[src/hw/rtl/tod_pkg.sv]
package tod_pkg;

    localparam int HOURS_W   = 5;
    localparam int MINUTES_W = 6;
    localparam int SECONDS_W = 6;
    localparam int CMD_W     = 3;
    localparam int ORDER_W   = 2;

    localparam int IN_TDATA_W  = 24;
    localparam int IN_TUSER_W  = 3;
    localparam int OUT_TDATA_W = 24;
    localparam int OUT_TUSER_W = 1;

    localparam logic [HOURS_W-1:0]   HOURS_PER_DAY   = 5'd24;
    localparam logic [MINUTES_W-1:0] MINUTES_PER_HR  = 6'd60;
    localparam logic [SECONDS_W-1:0] SECONDS_PER_MIN = 6'd60;

    localparam logic [ORDER_W-1:0] ORDER_EQUAL   = 2'b00;
    localparam logic [ORDER_W-1:0] ORDER_LATER   = 2'b01;
    localparam logic [ORDER_W-1:0] ORDER_EARLIER = 2'b11;

    typedef enum logic [CMD_W-1:0] {
        CMD_TICK    = 3'd0,
        CMD_LOAD    = 3'd1,
        CMD_ADD     = 3'd2,
        CMD_DIFF    = 3'd3,
        CMD_COMPARE = 3'd4
    } t_cmd;

    typedef struct packed {
        logic [HOURS_W-1:0]   hours;
        logic [MINUTES_W-1:0] minutes;
        logic [SECONDS_W-1:0] seconds;
    } t_time;

    typedef struct packed {
        logic [CMD_W-1:0] command;
        t_time            operand;
    } t_item;

    typedef struct packed {
        t_time               res;
        logic [ORDER_W-1:0]  order;
        logic                day_carry;
        logic                error;
    } t_result;

    typedef struct packed {
        logic  update;
        t_time next_time;
    } t_state_upd;

endpackage

[src/hw/rtl/tod_alu.sv]
module tod_alu (
    input  tod_pkg::t_time      i_cur,
    input  tod_pkg::t_item      i_item,
    output tod_pkg::t_result    o_result,
    output tod_pkg::t_state_upd o_state
);
    import tod_pkg::*;

    t_time                opd;
    t_time                add_b;
    logic                 opd_ok;
    logic [SECONDS_W:0]   s_sum;
    logic [MINUTES_W:0]   m_sum;
    logic [HOURS_W:0]     h_sum;
    logic                 s_c;
    logic                 m_c;
    logic                 h_c;
    t_time                sum_time;
    logic                 cur_gt;
    logic                 cur_lt;
    t_time                big;
    t_time                sml;
    logic [SECONDS_W:0]   s_d;
    logic [MINUTES_W:0]   m_d;
    logic                 s_b;
    logic                 m_b;
    t_time                diff_time;

    assign opd    = i_item.operand;
    assign opd_ok = (opd.hours < HOURS_PER_DAY) && (opd.minutes < MINUTES_PER_HR)
                    && (opd.seconds < SECONDS_PER_MIN);

    always_comb begin
        if (i_item.command == CMD_TICK) begin
            add_b = '{hours: '0, minutes: '0, seconds: SECONDS_W'(1)};
        end else begin
            add_b = opd;
        end
        s_sum = {1'b0, i_cur.seconds} + {1'b0, add_b.seconds};
        s_c   = s_sum >= {1'b0, SECONDS_PER_MIN};
        sum_time.seconds = s_c ? SECONDS_W'(s_sum - {1'b0, SECONDS_PER_MIN})
                               : s_sum[SECONDS_W-1:0];
        m_sum = {1'b0, i_cur.minutes} + {1'b0, add_b.minutes} + {{MINUTES_W{1'b0}}, s_c};
        m_c   = m_sum >= {1'b0, MINUTES_PER_HR};
        sum_time.minutes = m_c ? MINUTES_W'(m_sum - {1'b0, MINUTES_PER_HR})
                               : m_sum[MINUTES_W-1:0];
        h_sum = {1'b0, i_cur.hours} + {1'b0, add_b.hours} + {{HOURS_W{1'b0}}, m_c};
        h_c   = h_sum >= {1'b0, HOURS_PER_DAY};
        sum_time.hours = h_c ? HOURS_W'(h_sum - {1'b0, HOURS_PER_DAY})
                             : h_sum[HOURS_W-1:0];
    end

    always_comb begin
        cur_gt = i_cur > opd;
        cur_lt = i_cur < opd;
        big    = cur_gt ? i_cur : opd;
        sml    = cur_gt ? opd : i_cur;
        s_d    = {1'b0, big.seconds} - {1'b0, sml.seconds};
        s_b    = s_d[SECONDS_W];
        diff_time.seconds = s_b ? SECONDS_W'(s_d + {1'b0, SECONDS_PER_MIN})
                                : s_d[SECONDS_W-1:0];
        m_d    = {1'b0, big.minutes} - {1'b0, sml.minutes} - {{MINUTES_W{1'b0}}, s_b};
        m_b    = m_d[MINUTES_W];
        diff_time.minutes = m_b ? MINUTES_W'(m_d + {1'b0, MINUTES_PER_HR})
                                : m_d[MINUTES_W-1:0];
        diff_time.hours = big.hours - sml.hours - {{(HOURS_W-1){1'b0}}, m_b};
    end

    always_comb begin
        o_result        = '0;
        o_state.update  = 1'b0;
        o_state.next_time = sum_time;
        unique case (i_item.command)
            CMD_TICK: begin
                o_result.res       = sum_time;
                o_result.day_carry = h_c;
                o_state.update     = 1'b1;
            end
            CMD_LOAD: begin
                if (opd_ok) begin
                    o_result.res      = opd;
                    o_state.update    = 1'b1;
                    o_state.next_time = opd;
                end else begin
                    o_result.error = 1'b1;
                end
            end
            CMD_ADD: begin
                if (opd_ok) begin
                    o_result.res       = sum_time;
                    o_result.day_carry = h_c;
                end else begin
                    o_result.error = 1'b1;
                end
            end
            CMD_DIFF: begin
                if (opd_ok) begin
                    o_result.res = diff_time;
                end else begin
                    o_result.error = 1'b1;
                end
            end
            CMD_COMPARE: begin
                if (opd_ok) begin
                    o_result.order = cur_gt ? ORDER_LATER :
                                     cur_lt ? ORDER_EARLIER : ORDER_EQUAL;
                end else begin
                    o_result.error = 1'b1;
                end
            end
            default: begin
                o_result = '0;
            end
        endcase
    end

endmodule

[src/hw/rtl/time_of_day_clock_arith.sv]
// Time-of-day clock with time arithmetic. Each input word carries a command in
// s_tuser (tick, load, add, difference, compare) and an operand time in s_tdata;
// each produces exactly one output word. The clock state starts at 00:00:00.
// A word is registered on entry, then evaluated by the carry/borrow logic, which
// also updates the clock state, as it moves into the output register; one word is
// taken every cycle while the output is not stalled. The input ready follows the
// output ready while both stages hold a word.
module time_of_day_clock_arith (
    input  logic                              i_clk,
    input  logic                              i_rst_n,
    input  logic                              s_tvalid,
    output logic                              s_tready,
    // operand_hours[4:0], operand_minutes[10:5], operand_seconds[16:11], zero pad
    input  logic [tod_pkg::IN_TDATA_W-1:0]    s_tdata,
    // command[2:0]
    input  logic [tod_pkg::IN_TUSER_W-1:0]    s_tuser,
    output logic                              m_tvalid,
    input  logic                              m_tready,
    // res_hours[4:0], res_minutes[10:5], res_seconds[16:11], order[18:17],
    // day_carry[19], zero pad
    output logic [tod_pkg::OUT_TDATA_W-1:0]   m_tdata,
    // error[0]
    output logic [tod_pkg::OUT_TUSER_W-1:0]   m_tuser
);
    import tod_pkg::*;

    t_time      r_cur;
    t_item      r_in;
    logic       r_in_valid;
    t_result    r_out;
    logic       r_out_valid;
    t_item      n_in;
    t_result    n_out;
    t_state_upd upd;
    logic       advance;

    assign advance  = r_in_valid && (!r_out_valid || m_tready);
    assign s_tready = !r_in_valid || advance;

    always_comb begin
        n_in.command         = s_tuser[CMD_W-1:0];
        n_in.operand.hours   = s_tdata[4:0];
        n_in.operand.minutes = s_tdata[10:5];
        n_in.operand.seconds = s_tdata[16:11];
    end

    tod_alu u_alu (
        .i_cur    (r_cur),
        .i_item   (r_in),
        .o_result (n_out),
        .o_state  (upd)
    );

    always_ff @(posedge i_clk) begin
        if (!i_rst_n) begin
            r_in_valid  <= 1'b0;
            r_out_valid <= 1'b0;
            r_cur       <= '0;
        end else begin
            if (s_tvalid && s_tready) begin
                r_in_valid <= 1'b1;
            end else if (advance) begin
                r_in_valid <= 1'b0;
            end
            if (advance) begin
                r_out_valid <= 1'b1;
                if (upd.update) begin
                    r_cur <= upd.next_time;
                end
            end else if (m_tready) begin
                r_out_valid <= 1'b0;
            end
        end
    end

    always_ff @(posedge i_clk) begin
        if (s_tvalid && s_tready) begin
            r_in <= n_in;
        end
        if (advance) begin
            r_out <= n_out;
        end
    end

    assign m_tvalid = r_out_valid;
    assign m_tdata  = {4'b0000, r_out.day_carry, r_out.order, r_out.res.seconds,
                       r_out.res.minutes, r_out.res.hours};
    assign m_tuser  = r_out.error;

endmodule
[config.mk]
export PLATFORM = sky130hd
export DESIGN_NAME = time_of_day_clock_arith
export DESIGN_NICKNAME = d
export VERILOG_FILES = /design/src/hw/rtl/tod_pkg.sv /design/src/hw/rtl/tod_alu.sv /design/src/hw/rtl/time_of_day_clock_arith.sv
export SDC_FILE = /design/constraint.sdc
export NUM_CORES = 1
export LEC_CHECK = 0
export ABC_CLOCK_PERIOD_IN_PS = 10500
export BUFFER_PORTS_ARGS = -buffer_cell sky130_fd_sc_hd__clkbuf_2
export CORE_MARGIN = 5
export CORE_UTILIZATION = 64
export CTS_CLUSTER_DIAMETER = 150
export CTS_CLUSTER_SIZE = 10
export DETAILED_ROUTE_END_ITERATION = 8
export GPL_TIMING_DRIVEN = 0
export PLACE_DENSITY = 0.86
export SYNTH_ARGS = -nofsm -noshare
export SYNTH_HDL_FRONTEND = slang
export SYNTH_SLANG_ARGS = --single-unit
export TNS_END_PERCENT = 5
[constraint.sdc]
create_clock -name i_clk -period 10.5 [get_ports i_clk]
set_input_delay 0.525 -clock i_clk [delete_from_list [all_inputs] [get_ports i_clk]]
set_output_delay 0.525 -clock i_clk [all_outputs]
set_load 0.02 [all_outputs]
==> results of run 1 <==
through the flow:
step	util (%)	cell area [um2]	instances	worst slack, ps
finish	72.6	5550	710	2640
global route	72.6	5550	710	2050
CTS	72.6	5550	710	2700
floorplan	-	4970	545	4120
global placement	69.6	5320	693	3060
detailed placement	69.8	5340	694	2730
final timing paths:
kind / startpoint / end / slack (ps) / cells after the start
setup / recovery: r_in[17]$_DFFE_PP_ / m_tdata[3]$_DFFE_PP_ / 2640 / 28
hold / removal: s_tdata[12] / r_in[1]$_DFFE_PP_ / 330 / 1
setup reg to reg: r_in[17]$_DFFE_PP_ / m_tdata[3]$_DFFE_PP_ / 2640 / 28
hold reg to reg: r_cur[12]$_SDFFE_PN0P_ / r_cur[12]$_SDFFE_PN0P_ / 530 / 2
synthesized netlist by cell type (all sizes together), types with 7 or more instances:
library cell / count
a21oi: 58
inv: 50
ha: 43
nor2: 42
edfxtp: 41
nand2: 39
o21ai: 26
xnor2: 21
dfxtp: 19
nor2b: 19
o22ai: 17
o211ai: 14
clkbuf: 13
nor3: 13
a211oi: 12
buf: 11
nand3: 11
mux2i: 10
fa: 9
a21o: 7
xor2: 7
layer usage:
layer	track usage, %	share of wire (%)
met1	35.8	38
met4	13.8	4.1
met2	46.4	46
met3	8.64	11
met5	0	0
worst register-to-register path, delay by kind of cell, from the launching register on:
kind	cells	cell delay (ps)
AOI/OAI and AO/OA	12	3060
adders and majority gates	6	1830
and+or+nand+nor	4	990
buffers and inverters	3	670
xor gates and xnor gates	3	560
DFF	1	490
cells by family after synthesis:
group | after synthesis | share of synthesized area [%]
buf+inv | 74 | 6.14
flops | 60 | 32.5
other cells | 1 | 0.0757
simple gates | 150 | 16.1
fa+ha+maj | 52 | 14.5
xor+xnor | 28 | 5.25
mux | 12 | 2.63
compound gates | 165 | 22.8
power by group through the flow:
stage                     logic (mW)  registers (mW)  clock network, mW
after floorplan                0.121           0.286                  0
after global placement         0.162           0.282                  0
after detailed placement       0.171           0.282                  0
after CTS                      0.173           0.277              0.223
after global routing           0.192           0.279              0.236
final                          0.176           0.278              0.226
flip-flops by register name (all words and copies together) (netlist names):
name,count
m_tdata,20
m_tuser,1
m_tvalid,1
r_cur,17
r_in,20
r_in_valid,1
area by class of cell:
type	count	area, um2
clock buffers	10	138
plain buffers	24	116
clock inverters	6	71.3
multi-input cells	411	3050
inverters	50	188
repair buffers	47	245
fillers	594	2100
flip-flops and latches	60	1610
well taps	102	128
==> impl_summary.md, run 1 <==
Status
The run finished with clean final reports.

Final layout
The post-route netlist has 17.1% of its cells at a drive strength greater than 1. The number of nets in the layout is 686. Leaving out fill and tap cells, the most frequent cells in the layout are 57 x sky130_fd_sc_hd__a21oi_1, 50 x sky130_fd_sc_hd__inv_1, 46 x sky130_fd_sc_hd__clkbuf_2, 43 x sky130_fd_sc_hd__ha_1, 42 x sky130_fd_sc_hd__nor2_1. Compared with the post-synthesis result, the final layout area differs by 12.0%. The most frequent standard cell in the layout excluding fill and tap cells is sky130_fd_sc_hd__a21oi_1.

The antenna diode instance count is 0.

Power
After layout, the design draws a total of 679 uW. The combinational cell fraction of total power is 25.9%. Sequential cells account for 40.9% of the total power. The switching power total is 227 uW. In this run the static leakage power is 2.43 nW. The portion of total power attributed to the clock network is 33.2%.

The maximum resistive drop on vdd is 0.0840 mV. Dividing total power by cell area gives a power density of 122 mW/mm2. The internal power of the cells totals 452 uW. The switching share of power is 33.4%.

Clocking
For the worst-skew pair, the clock arrives at the later sink with an insertion delay of 370 ps. Buffers added to address setup during post-CTS repair amount to 0. The clock sink count is 60.

The number of gates resized after CTS was 0. The hold-fix buffer count after cts is 0. In this run, CTS created clock tree buffers numbering 9.

Clock-pin slew was measured on the worst setup and hold paths at 80 ps. In this run the number of H-tree levels came out at 3. The library cell used as clock root buffer is sky130_fd_sc_hd__clkbuf_8. TritonCTS built the clock tree.

The number of buffers on the longest clock path is 2.

Timing
The slew at the pin closest to its max-slew limit is 875 ps. Setup violations remaining at the end of the flow were counted as 0. The final total negative setup slack is 0 ps.

The worst pin sits at a relative slew slack of 41.6%. The final period demand of the worst path is 7860 ps. The tightest hold margin is 330 ps.

The worst clock skew is 10.7 ps. Setup repair after global routing left no endpoint under its margin. The final period utilization is 74.9%. For this run, the top clock speed supported by timing is 0.127 GHz.

The final number of hold-violating endpoints is 0. The final-report max-slew violation count is 0.

Logic synthesis
The number of unique standard cell types used by synthesis is 73. After synthesis, the mean cell area works out to 9.14 um2. Synthesis produced a netlist whose cell count is 542. For this run, asynchronously set or reset flops after synthesis account for 0%. Counting flops and latches in the post-synthesis netlist gives 60. Yosys mapped a number of flops with a built-in enable equal to 41.

The biggest area contributor in the post-synthesis netlist is sky130_fd_sc_hd__edfxtp_1. Summing the sequential cell areas from Yosys gives 32.5% of the chip area. The flip-flop cell with the highest count after synthesis is sky130_fd_sc_hd__edfxtp_1. The synthesized design devotes to its leading area cell type 24.8% of total area. For this run, the number of Yosys warnings is 0. By area the synthesized netlist is led by sky130_fd_sc_hd__edfxtp_1 25%, sky130_fd_sc_hd__ha_1 11%, sky130_fd_sc_hd__dfxtp_1 7.7%, sky130_fd_sc_hd__a21oi_1 5.8%, sky130_fd_sc_hd__inv_1 3.8%. The cell area that synthesis handed to floorplanning was 0.00495 mm2.

Floorplan
The die is 98.0 um wide. The chip height is 98.0 um. The floorplan step defined a core boundary enclosing 0.00765 mm2. The floorplan has 32 rows. The number of top-level pins is 58. The die area is 0.00960 mm2. For this configuration, the core starts out at a cell density of 64.8%.

Global routing
The first global-routing pass estimated 21800 um of wire. The number of global-route vias before repair is 4420. The initial antenna violation count is 0. Entering global routing, the biggest net connects 21 pins.

Global routing used 29.0% of the available tracks across all layers. For this run the aggregate overflow at the end of global routing stands at 0.

Setup path
The critical-path maximum fanout is 10. The kind of cell with the highest combined delay along the critical path is compound AO/OA/AOI/OAI gates. STA classifies the critical path startpoint as a flip-flop.

The cell at the slowest stage of the critical path is sky130_fd_sc_hd__nor3_1. The kind of end point of the critical path is a flip-flop. Counting both buffers and inverters, the worst setup path holds a total of 3. The worst setup path is of the flip-flop to flip-flop kind. The largest single stage delay on the critical path is 640 ps.

At the worst endpoint, the required time is 10580 ps. Data on the critical path arrives at its endpoint at 7940 ps.

Detailed routing
The detail route stage leaves a number of antenna-violating nets equal to 0. The routed design has 13700 um of wire. The routed layout has 4438 vias.

The first detailed-routing pass ran for 5 iterations. In the final routed layout, each cell accounts on average for 19.3 um. The residual DRC count is 0.

For this block, the initial DRC count from the detailed router was 378. The number of vias per cell after detailed routing is 6.25.

Place
During placement, the flow inserted port buffers numbering 46. The half-perimeter wire length of the detailed placement result is 10300 um. The last weighted congestion value of the routability-driven placer is 0.951.

Min path
The type of the worst min-delay path is input pin to flip-flop.

Flow run
The reported max-cap violation count is 0.
(Power assumes the default switching activity.)
==> inputs of run 2 (changes only) <==
--- a/config.mk
+++ b/config.mk
@@ -5,15 +5,16 @@
 export SDC_FILE = /design/constraint.sdc
 export NUM_CORES = 1
 export LEC_CHECK = 0
-export ABC_CLOCK_PERIOD_IN_PS = 10500
+export ABC_AREA = 1
+export ABC_CLOCK_PERIOD_IN_PS = 7800
 export BUFFER_PORTS_ARGS = -buffer_cell sky130_fd_sc_hd__clkbuf_2
 export CORE_MARGIN = 5
-export CORE_UTILIZATION = 64
+export CORE_UTILIZATION = 60
 export CTS_CLUSTER_DIAMETER = 150
 export CTS_CLUSTER_SIZE = 10
 export DETAILED_ROUTE_END_ITERATION = 8
 export GPL_TIMING_DRIVEN = 0
-export PLACE_DENSITY = 0.86
+export PLACE_DENSITY = 0.82
 export SYNTH_ARGS = -nofsm -noshare
 export SYNTH_HDL_FRONTEND = slang
 export SYNTH_SLANG_ARGS = --single-unit
==> constraint.sdc (replaced) <==
create_clock -name i_clk -period 7.8 [get_ports i_clk]
set_input_delay 0.39 -clock i_clk [delete_from_list [all_inputs] [get_ports i_clk]]
set_output_delay 0.39 -clock i_clk [all_outputs]
set_load 0.02 [all_outputs]
==> run 2 against run 1 <==
Count of clock-buffer cells in the layout decreased by 1. Die area increased by 5.7%. Non-clock buffer count decreased by 11. Via count increased by 7.1%. Total power increased by 32%. Wire length decreased by 1.7%. Critical endpoint is now r_cur[15]$_SDFFE_PN0P_. Largest cell class unchanged.
==> impl_summary.md, run 2 <==
Detailed routing
The total wire length was 13500 um (was 13700 um). The iteration-0 DRC count of the detailed router is 279 (was 378). The number of vias in the routed layout came to 4751 (was 4438). The number of routed nets with antenna violations is 0 (unchanged). The first-pass iteration count of the detailed router is 5 (unchanged).

The met1 wire length is 5340 um (was 5270 um). The wire length on met3 came to 1170 um (was 1500 um). The number of vias per cell after detailed routing came to 5.69 (was 6.25). The uppermost signal routing layer after detailed routing was met4 (unchanged). The detailed route wirelength on metal2 is 6530 um (was 6350 um). The residual DRC count is 0 (unchanged). The routed wire length per instance was 16.1 um (was 19.3 um).

Place
The last weighted congestion value of the routability-driven placer is 0.957 (was 0.951). The half-perimeter wire length of the detailed placement result is 10200 um (was 10300 um). The count of input and output buffers is 46 (unchanged). The number of cells after detailed placement came to 819 (was 694).

Global routing
The overall overflow remaining after global route is 0 (unchanged). The global-route usage over all layers was 27.5% (was 29.0%). The pin count of the biggest net entering global routing is 22 (was 21). The initial antenna violation count is 0 (unchanged).

The wire length of the first global-routing pass is 21500 um (was 21800 um). The number of global-route vias before repair is 4586 (was 4420).

Power
The internal power component came to 567 uW (was 452 uW). The total power per unit cell area came to 163 mW/mm2 (was 122 mW/mm2). The switching power total is 327 uW (was 227 uW). The switching share of power was 36.6% (was 33.4%). The combinational cell fraction of total power came to 29.9% (was 25.9%). The static power due to leakage came to 2.74 nW (was 2.43 nW). The portion of total power attributed to the clock network is 28.4% (was 33.2%). The register share of total power is 41.7% (was 40.9%).

The maximum resistive drop on vdd is 0.127 mV (was 0.0840 mV).

Logic synthesis
The flip-flop cell with the highest count after synthesis is sky130_fd_sc_hd__edfxtp_1 (unchanged). The number of register bits inferred by synthesis came to 60 (unchanged). Most used standard cells in the synthesized netlist: 175 x sky130_fd_sc_hd__nand2_1, 98 x sky130_fd_sc_hd__inv_1, 60 x sky130_fd_sc_hd__nor2_1, 43 x sky130_fd_sc_hd__ha_1, 42 x sky130_fd_sc_hd__o21ai_0 (was 57 x sky130_fd_sc_hd__a21oi_1, 50 x sky130_fd_sc_hd__inv_1, 43 x sky130_fd_sc_hd__ha_1, 42 x sky130_fd_sc_hd__nor2_1, 41 x sky130_fd_sc_hd__edfxtp_1). The register area share after synthesis came to 32.6% (was 32.5%). The warning count from the yosys run is 0 (unchanged). The mean instance size in the synthesized netlist was 7.43 um2 (was 9.14 um2).

The top-area cell type share of the netlist area came to 24.9% (was 24.8%). The cell area after synthesis is 0.00494 mm2 (was 0.00495 mm2). The number of unique standard cell types used by synthesis is 44 (was 73). The most instantiated library cell after synthesis is sky130_fd_sc_hd__nand2_1 (was sky130_fd_sc_hd__a21oi_1). Area contributors post-synth: sky130_fd_sc_hd__edfxtp_1 25%, sky130_fd_sc_hd__nand2_1 13%, sky130_fd_sc_hd__ha_1 11%, sky130_fd_sc_hd__dfxtp_1 7.7%, sky130_fd_sc_hd__inv_1 7.4% (was sky130_fd_sc_hd__edfxtp_1 25%, sky130_fd_sc_hd__ha_1 11%, sky130_fd_sc_hd__dfxtp_1 7.7%, sky130_fd_sc_hd__a21oi_1 5.8%, sky130_fd_sc_hd__inv_1 3.8%). The cell taking the most area after synthesis is sky130_fd_sc_hd__edfxtp_1 (unchanged).

The share of flip-flops with an asynchronous set or reset was 0% (unchanged). The post-synthesis instance total is 665 (was 542). The number of enable-type register cells in the synthesized netlist is 41 (unchanged).

Setup path
The cell at the slowest stage of the critical path is sky130_fd_sc_hd__fa_1 (was sky130_fd_sc_hd__nor3_1). The kind of end point of the critical path is a flip-flop (unchanged). The required time at the endpoint of the critical path was 8070 ps (was 10580 ps). The number of buffer and inverter instances along the worst setup path was 6 (was 3). In this design, the critical path's most frequently occurring cell is sky130_fd_sc_hd__nand2_1. The delay of the slowest cell on the worst path was 440 ps (was 640 ps). The kind of start point of the critical path is a flip-flop (unchanged). The critical-path maximum fanout was 10 (unchanged). The critical path class is flip-flop to flip-flop (unchanged). The family of cells with the greatest summed delay on the critical path is adder cells (was compound AO/OA/AOI/OAI gates). The worst endpoint data arrival time is 7390 ps (was 7940 ps).

Floorplan
The chip height is 101 um (was 98.0 um). The number of top-level pins is 58 (unchanged). The standard-cell row count is 33 (was 32). The area of the core region came to 0.00813 mm2 (was 0.00765 mm2). The die area is 0.0101 mm2 (was 0.00960 mm2).

The width of the chip is 101 um (was 98.0 um). The starting density of the core came to 60.7% (was 64.8%).

Timing
The final total negative setup slack was 0 ps (unchanged). The final period utilization came to 91.2% (was 74.9%). RSZ-0062 raised after global routing: false (unchanged). The worst clock skew came to 12.1 ps (was 10.7 ps). The highest attainable clock frequency is 0.141 GHz (was 0.127 GHz). The worst slew slack as a fraction of its limit is 33.7% (was 41.6%).

The final number of hold-violating endpoints is 0 (unchanged). The final-report max-slew violation count is 0 (unchanged). The slew at the pin closest to its max-slew limit came to 994 ps (was 875 ps). The final period demand of the worst path is 7110 ps (was 7860 ps). The number of failing setup endpoints in the final timing report was 0 (unchanged).

Clocking
The clock sink count is 60 (unchanged). The CTS tree is yes (unchanged). The total number of H-tree levels came to 3 (unchanged).

The clock latency at the later pin of the worst-skew pair is 360 ps (was 370 ps). The number of buffers on the longest clock path is 2 (unchanged). The clock transition at the register clock pins on the worst setup and hold paths after CTS is 80 ps (about the same).

The library cell used as clock root buffer is sky130_fd_sc_hd__clkbuf_8 (unchanged). The total CTS buffers is 9 (unchanged). The buffer count from post-CTS setup fixing was 0 (unchanged).

Flow run
The reported max-cap violation count was 0 (unchanged).

Final layout
The number of standard cells in the final layout excluding fillers is 835 (was 710). The most frequent standard cell in the layout excluding fill and tap cells is sky130_fd_sc_hd__nand2_1 (was sky130_fd_sc_hd__a21oi_1). The end-of-flow core utilization came to 67.4% (was 72.6%). The number of filler instances in the final layout is 714 (was 594). The antenna diode instance count is 0 (unchanged).

Highest-count cells in the layout ignoring fill and taps: 175 x sky130_fd_sc_hd__nand2_1, 98 x sky130_fd_sc_hd__inv_1, 59 x sky130_fd_sc_hd__nor2_1, 47 x sky130_fd_sc_hd__clkbuf_2, 43 x sky130_fd_sc_hd__ha_1 (was 57 x sky130_fd_sc_hd__a21oi_1, 50 x sky130_fd_sc_hd__inv_1, 46 x sky130_fd_sc_hd__clkbuf_2, 43 x sky130_fd_sc_hd__ha_1, 42 x sky130_fd_sc_hd__nor2_1). The number of nets in the layout is 808 (was 686). The area growth from synthesis to layout was 11.0% (was 12.0%). The fraction of layout cells with a size suffix above 1 came to 13.7% (was 17.1%).

Min path
The type of the worst min-delay path was input pin to flip-flop (unchanged).

Status
Run status: finished, final reports clean (unchanged).
## run 2: cell count changes after synthesis, moves of 8 or more
cell,previous run,this run
sky130_fd_sc_hd__a21oi_1,57,39
sky130_fd_sc_hd__xnor2_1,21,8
sky130_fd_sc_hd__o22ai_1,14,0
sky130_fd_sc_hd__o21ai_0,21,42
sky130_fd_sc_hd__nand2_1,37,175
sky130_fd_sc_hd__inv_1,50,98
sky130_fd_sc_hd__mux2i_1,10,0
sky130_fd_sc_hd__nor3_1,9,1
sky130_fd_sc_hd__nor2b_1,19,0
sky130_fd_sc_hd__nand3_1,8,30
sky130_fd_sc_hd__a211oi_1,11,2
sky130_fd_sc_hd__nor2_1,42,60
## run 2: logic make-up after synthesis
kind of cell	synth area share [%]
flip-flops	32.6
AO/OA/AOI/OAI	13.4
XOR/XNOR	3.34
other	0.0759
buffers and inverters	9.45
AND/OR/NAND/NOR	26.6
adder cells (fa/ha/maj)	14.5
## run 2: cell type report
| type | instances | area, um2 | share of cell area, % |
|---|---|---|---|
| Buffer | 14 | 77.6 | 1.42 |
| Clock buffer | 9 | 124 | 2.26 |
| Clock inverter | 7 | 42.5 | 0.776 |
| Inverter | 104 | 390 | 7.12 |
| Multi-Input combinational cell | 490 | 2870 | 52.4 |
| Sequential cell | 60 | 1610 | 29.4 |
| Tap cell | 105 | 131 | 2.40 |
| Timing Repair Buffer | 46 | 230 | 4.20 |
## run 2: what timing repair did
item,CTS,global route
setup endpoints to repair,0,5
gates resized for setup,0,3
hold buffers,0,0
## run 2: stage by stage
stage | hold slack (ps) | setup WS, ps | power [mW] | instance area, um2
floorplan | 487 | 1760 | 0.573 | 4950
global placement | 490 | 622 | 0.630 | 5310
detailed placement | 530 | 419 | 0.642 | 5310
CTS | 201 | 385 | 0.890 | 5480
global route | 185 | 72.8 | 0.946 | 5480
finish | 203 | 685 | 0.895 | 5480
## run 2: power by group through the flow
stage | combinational [mW] | sequential [mW] | clock, mW
floorplan | 0.187 | 0.386 | 0
global placement | 0.251 | 0.379 | 0
detailed placement | 0.263 | 0.379 | 0
CTS | 0.264 | 0.372 | 0.253
global route | 0.302 | 0.374 | 0.270
finish | 0.268 | 0.373 | 0.254
## run 2: final timing paths
path,startpoint,depth (start not counted),end,slack (ps)
hold reg to reg,m_tvalid$_SDFFE_PN0P_,2,m_tvalid$_SDFFE_PN0P_,540
setup / recovery,r_in[18]$_DFFE_PP_,34,r_cur[15]$_SDFFE_PN0P_,690
hold / removal,s_tdata[7],1,r_in[8]$_DFFE_PP_,200
setup reg to reg,r_in[18]$_DFFE_PP_,34,r_cur[15]$_SDFFE_PN0P_,690
## run 2: per-layer routing
layer  up-vias  GRT usage [%]
met1      2202           33.3
met4         0           11.0
met2       219           47.0
li1       2289              -
met3        41           6.51
met5         -              0
==> inputs of run 3 (changes only) <==
--- a/config.mk
+++ b/config.mk
@@ -6,8 +6,9 @@
 export NUM_CORES = 1
 export LEC_CHECK = 0
 export ABC_AREA = 1
-export ABC_CLOCK_PERIOD_IN_PS = 7800
+export ABC_CLOCK_PERIOD_IN_PS = 8000
 export BUFFER_PORTS_ARGS = -buffer_cell sky130_fd_sc_hd__clkbuf_2
+export CORE_ASPECT_RATIO = 2
 export CORE_MARGIN = 5
 export CORE_UTILIZATION = 60
 export CTS_CLUSTER_DIAMETER = 150
==> constraint.sdc (replaced) <==
create_clock -name i_clk -period 8 [get_ports i_clk]
set_input_delay 0.4 -clock i_clk [delete_from_list [all_inputs] [get_ports i_clk]]
set_output_delay 0.4 -clock i_clk [all_outputs]
set_load 0.02 [all_outputs]
==> run 3 against run 2 <==
Combinational power is essentially flat. Non-clock buffer count is the same. Wire length increased by 8.9%. Clock skew is 7.2 ps lower. Global-route usage rose by 2.9 points. Sequential share of layout area is 0.90 points lower. Count of clock-buffer cells in the layout did not move. Critical endpoint unchanged.
==> impl_summary.md, run 3 (synthesis results as in run 2) <==
Clocking
The total number of H-tree levels is 3 (unchanged). The library cell used as clock root buffer is sky130_fd_sc_hd__clkbuf_16 (was sky130_fd_sc_hd__clkbuf_8). The clock latency at the later pin of the worst-skew pair is 340 ps (was 360 ps). The clock sink count is 60 (unchanged). The buffer count from post-CTS setup fixing was 0 (unchanged).

The number of buffers on the longest clock path is 2 (unchanged). The hold-fix buffer count after cts came to 0 (unchanged). The clock transition at the register clock pins on the worst setup and hold paths after CTS was 60 ps (was 80 ps).

The total CTS buffers is 9 (unchanged). The CTS tree is yes (unchanged).

Timing
The final number of hold-violating endpoints is 0 (unchanged). The final-report max-slew violation count is 0 (unchanged). The tightest hold margin came to 230 ps (was 203 ps). The number of failing setup endpoints in the final timing report is 0 (unchanged). RSZ-0062 raised after global routing: false (unchanged).

The final total negative setup slack came to 0 ps (unchanged). The worst clock skew is 4.85 ps (was 12.1 ps). The final critical-path setup slack was 757 ps (was 685 ps).

The slew at the pin closest to its max-slew limit was 937 ps (was 994 ps). The final period demand of the worst path is 7240 ps (was 7110 ps). The worst slew slack as a fraction of its limit is 37.4% (was 33.7%). The final period utilization was 90.5% (was 91.2%). The highest attainable clock frequency is 0.138 GHz (was 0.141 GHz).

Floorplan
The number of top-level pins is 58 (unchanged). The area of the core region is 0.00817 mm2 (was 0.00813 mm2). The width of the chip is 74.2 um (was 101 um).

The chip height was 138 um (was 101 um). The standard-cell row count was 47 (was 33). The die area is 0.0103 mm2 (was 0.0101 mm2). The starting density of the core is 60.4% (was 60.7%).

Setup path
The kind of start point of the critical path is a flip-flop (unchanged). The cell at the slowest stage of the critical path is sky130_fd_sc_hd__edfxtp_1 (was sky130_fd_sc_hd__fa_1). The worst reg-to-reg setup slack is 760 ps (was 690 ps). The cell type with the highest occurrence count on the critical path is sky130_fd_sc_hd__nand2_1 (unchanged). The worst endpoint data arrival time is 7500 ps (was 7390 ps). The critical-path maximum fanout is 10 (unchanged).

The source of the worst register-to-register timing path is r_in[18]$_DFFE_PP_ (unchanged). The delay of the slowest cell on the worst path is 440 ps (about the same). The kind of end point of the critical path is a flip-flop (unchanged). The number of cells on the worst reg-to-reg path came to 37 (was 34). The required time at the endpoint of the critical path is 8260 ps (was 8070 ps). The worst flop-to-flop path endpoint is r_cur[15]$_SDFFE_PN0P_ (unchanged). The critical path class is flip-flop to flip-flop (unchanged).

Final layout
The number of filler instances in the final layout was 672 (was 714). The post-route cell area is 0.00566 mm2 (was 0.00548 mm2). Highest-count cells in the layout ignoring fill and taps: 175 x sky130_fd_sc_hd__nand2_1, 98 x sky130_fd_sc_hd__inv_1, 59 x sky130_fd_sc_hd__nor2_1, 47 x sky130_fd_sc_hd__clkbuf_2, 43 x sky130_fd_sc_hd__ha_1 (unchanged).

The most frequent standard cell in the layout excluding fill and tap cells is sky130_fd_sc_hd__nand2_1 (unchanged). The number of nets in the layout is 808 (unchanged). The area growth from synthesis to layout is 14.5% (was 11.0%). The antenna diode instance count is 0 (unchanged).

The multi-input logic area is 0.00287 mm2 (unchanged). The sequential cell area came to 0.00161 mm2 (unchanged). The fraction of layout cells with a size suffix above 1 is 13.8% (was 13.7%).

Global routing
The pin count of the biggest net entering global routing is 22 (unchanged). The number of global-route vias before repair is 5127 (was 4586). The wire length of the first global-routing pass is 23500 um (was 21500 um). The overall overflow remaining after global route is 0 (unchanged). The global-route usage over all layers is 30.4% (was 27.5%). The initial antenna violation count came to 0 (unchanged).

Detailed routing
The first-pass iteration count of the detailed router came to 5 (unchanged). The number of vias in the routed layout is 4923 (was 4751). The number of vias per cell after detailed routing was 5.95 (was 5.69).

The residual DRC count is 0 (unchanged). The total wire length is 14600 um (was 13500 um). The iteration-0 DRC count of the detailed router is 373 (was 279). The routed wire length per instance is 17.7 um (was 16.1 um). The number of routed nets with antenna violations was 0 (unchanged).

Power
The switching share of power came to 31.2% (was 36.6%). The combinational cell fraction of total power is 24.6% (was 29.9%). The switching power total is 340 uW (was 327 uW). The portion of total power attributed to the clock network came to 42.0% (was 28.4%).

The total power per unit cell area is 193 mW/mm2 (was 163 mW/mm2). The register share of total power is 33.4% (was 41.7%). The internal power component is 750 uW (was 567 uW). The maximum resistive drop on vdd came to 0.137 mV (was 0.127 mV).

The static power due to leakage is 2.83 nW (was 2.74 nW).

Place
The pre-CTS setup slack is 457 ps (was 419 ps). The half-perimeter wire length of the detailed placement result is 11000 um (was 10200 um). The cell area after placement is 0.00530 mm2 (was 0.00531 mm2). The last weighted congestion value of the routability-driven placer is 0.990 (was 0.957). The count of input and output buffers is 46 (unchanged).

Flow run
The reported max-cap violation count is 0 (unchanged).

Min path
The destination of the worst hold path is r_in[1]$_DFFE_PP_ (was r_in[8]$_DFFE_PP_). The cell depth of the worst hold path is 1 (unchanged). The type of the worst min-delay path is input pin to flip-flop (unchanged). The launch point of the worst hold path was s_tdata[12] (was s_tdata[7]).

Status
Run status: finished, final reports clean (unchanged).
## run 3: repair_timing
item / 4_1_cts / 5_1_grt
gates resized for setup: 0 / 3
setup endpoints to repair: 0 / 3
endpoints found under the hold margin: 0 / 0
## run 3: metal layers
metal	routed length [um]	track usage [%]	vias to the layer above	part of all wire, %
met3	1010	5.23	92	6.9
li1	-	-	2299	-
met5	0	0	-	0
met2	7910	54.3	285	54
met4	1240	24.3	0	8.4
met1	4490	28.4	2247	31
## run 3: layout make-up
class                           count  area share (%)
Buffer                             14            1.37
Clock inverter                      7            2.19
Clock buffer                        9            3.98
Multi-Input combinational cell    490            50.8
Tap cell                           98            2.17
Inverter                          104            6.90
Timing Repair Buffer               46            4.07
Sequential cell                    60            28.5
## run 3: worst max-delay path by stage
stage	endpoint	start	slack, ps	depth (start not counted)
floorplan	m_tdata[3]$_DFFE_PP_	r_in[18]$_DFFE_PP_	1960	37
global placement	m_tdata[3]$_DFFE_PP_	r_in[18]$_DFFE_PP_	770	37
detailed placement	m_tdata[3]$_DFFE_PP_	r_in[18]$_DFFE_PP_	460	37
CTS	r_cur[15]$_SDFFE_PN0P_	r_in[18]$_DFFE_PP_	400	37
global route	r_cur[15]$_SDFFE_PN0P_	r_in[18]$_DFFE_PP_	160	37
finish	r_cur[15]$_SDFFE_PN0P_	r_in[18]$_DFFE_PP_	760	37
## run 3: power by group through the flow
stage	combinational [mW]	clock (mW)	sequential (mW)
floorplan	0.182	0	0.376
global placement	0.250	0	0.369
detailed placement	0.260	0	0.370
CTS	0.264	0.461	0.363
global route	0.298	0.476	0.365
finish	0.268	0.458	0.364
## run 3: worst max-delay path, delay by kind of cell, from the launching register on
family / cells / cell delay [ps]
buf+inv: 7 / 990
flops: 1 / 440
compound gates: 7 / 1010
xor+xnor: 2 / 570
simple gates: 15 / 1890
fa+ha+maj: 6 / 2230
## run 3: per-stage QoR
step	utilization [%]	power (mW)	instances
floorplan	-	0.558	668
global placement	64.9	0.619	812
detailed placement	64.9	0.630	812
CTS	69.1	1.09	828
global route	69.2	1.14	828
finish	69.2	1.09	828
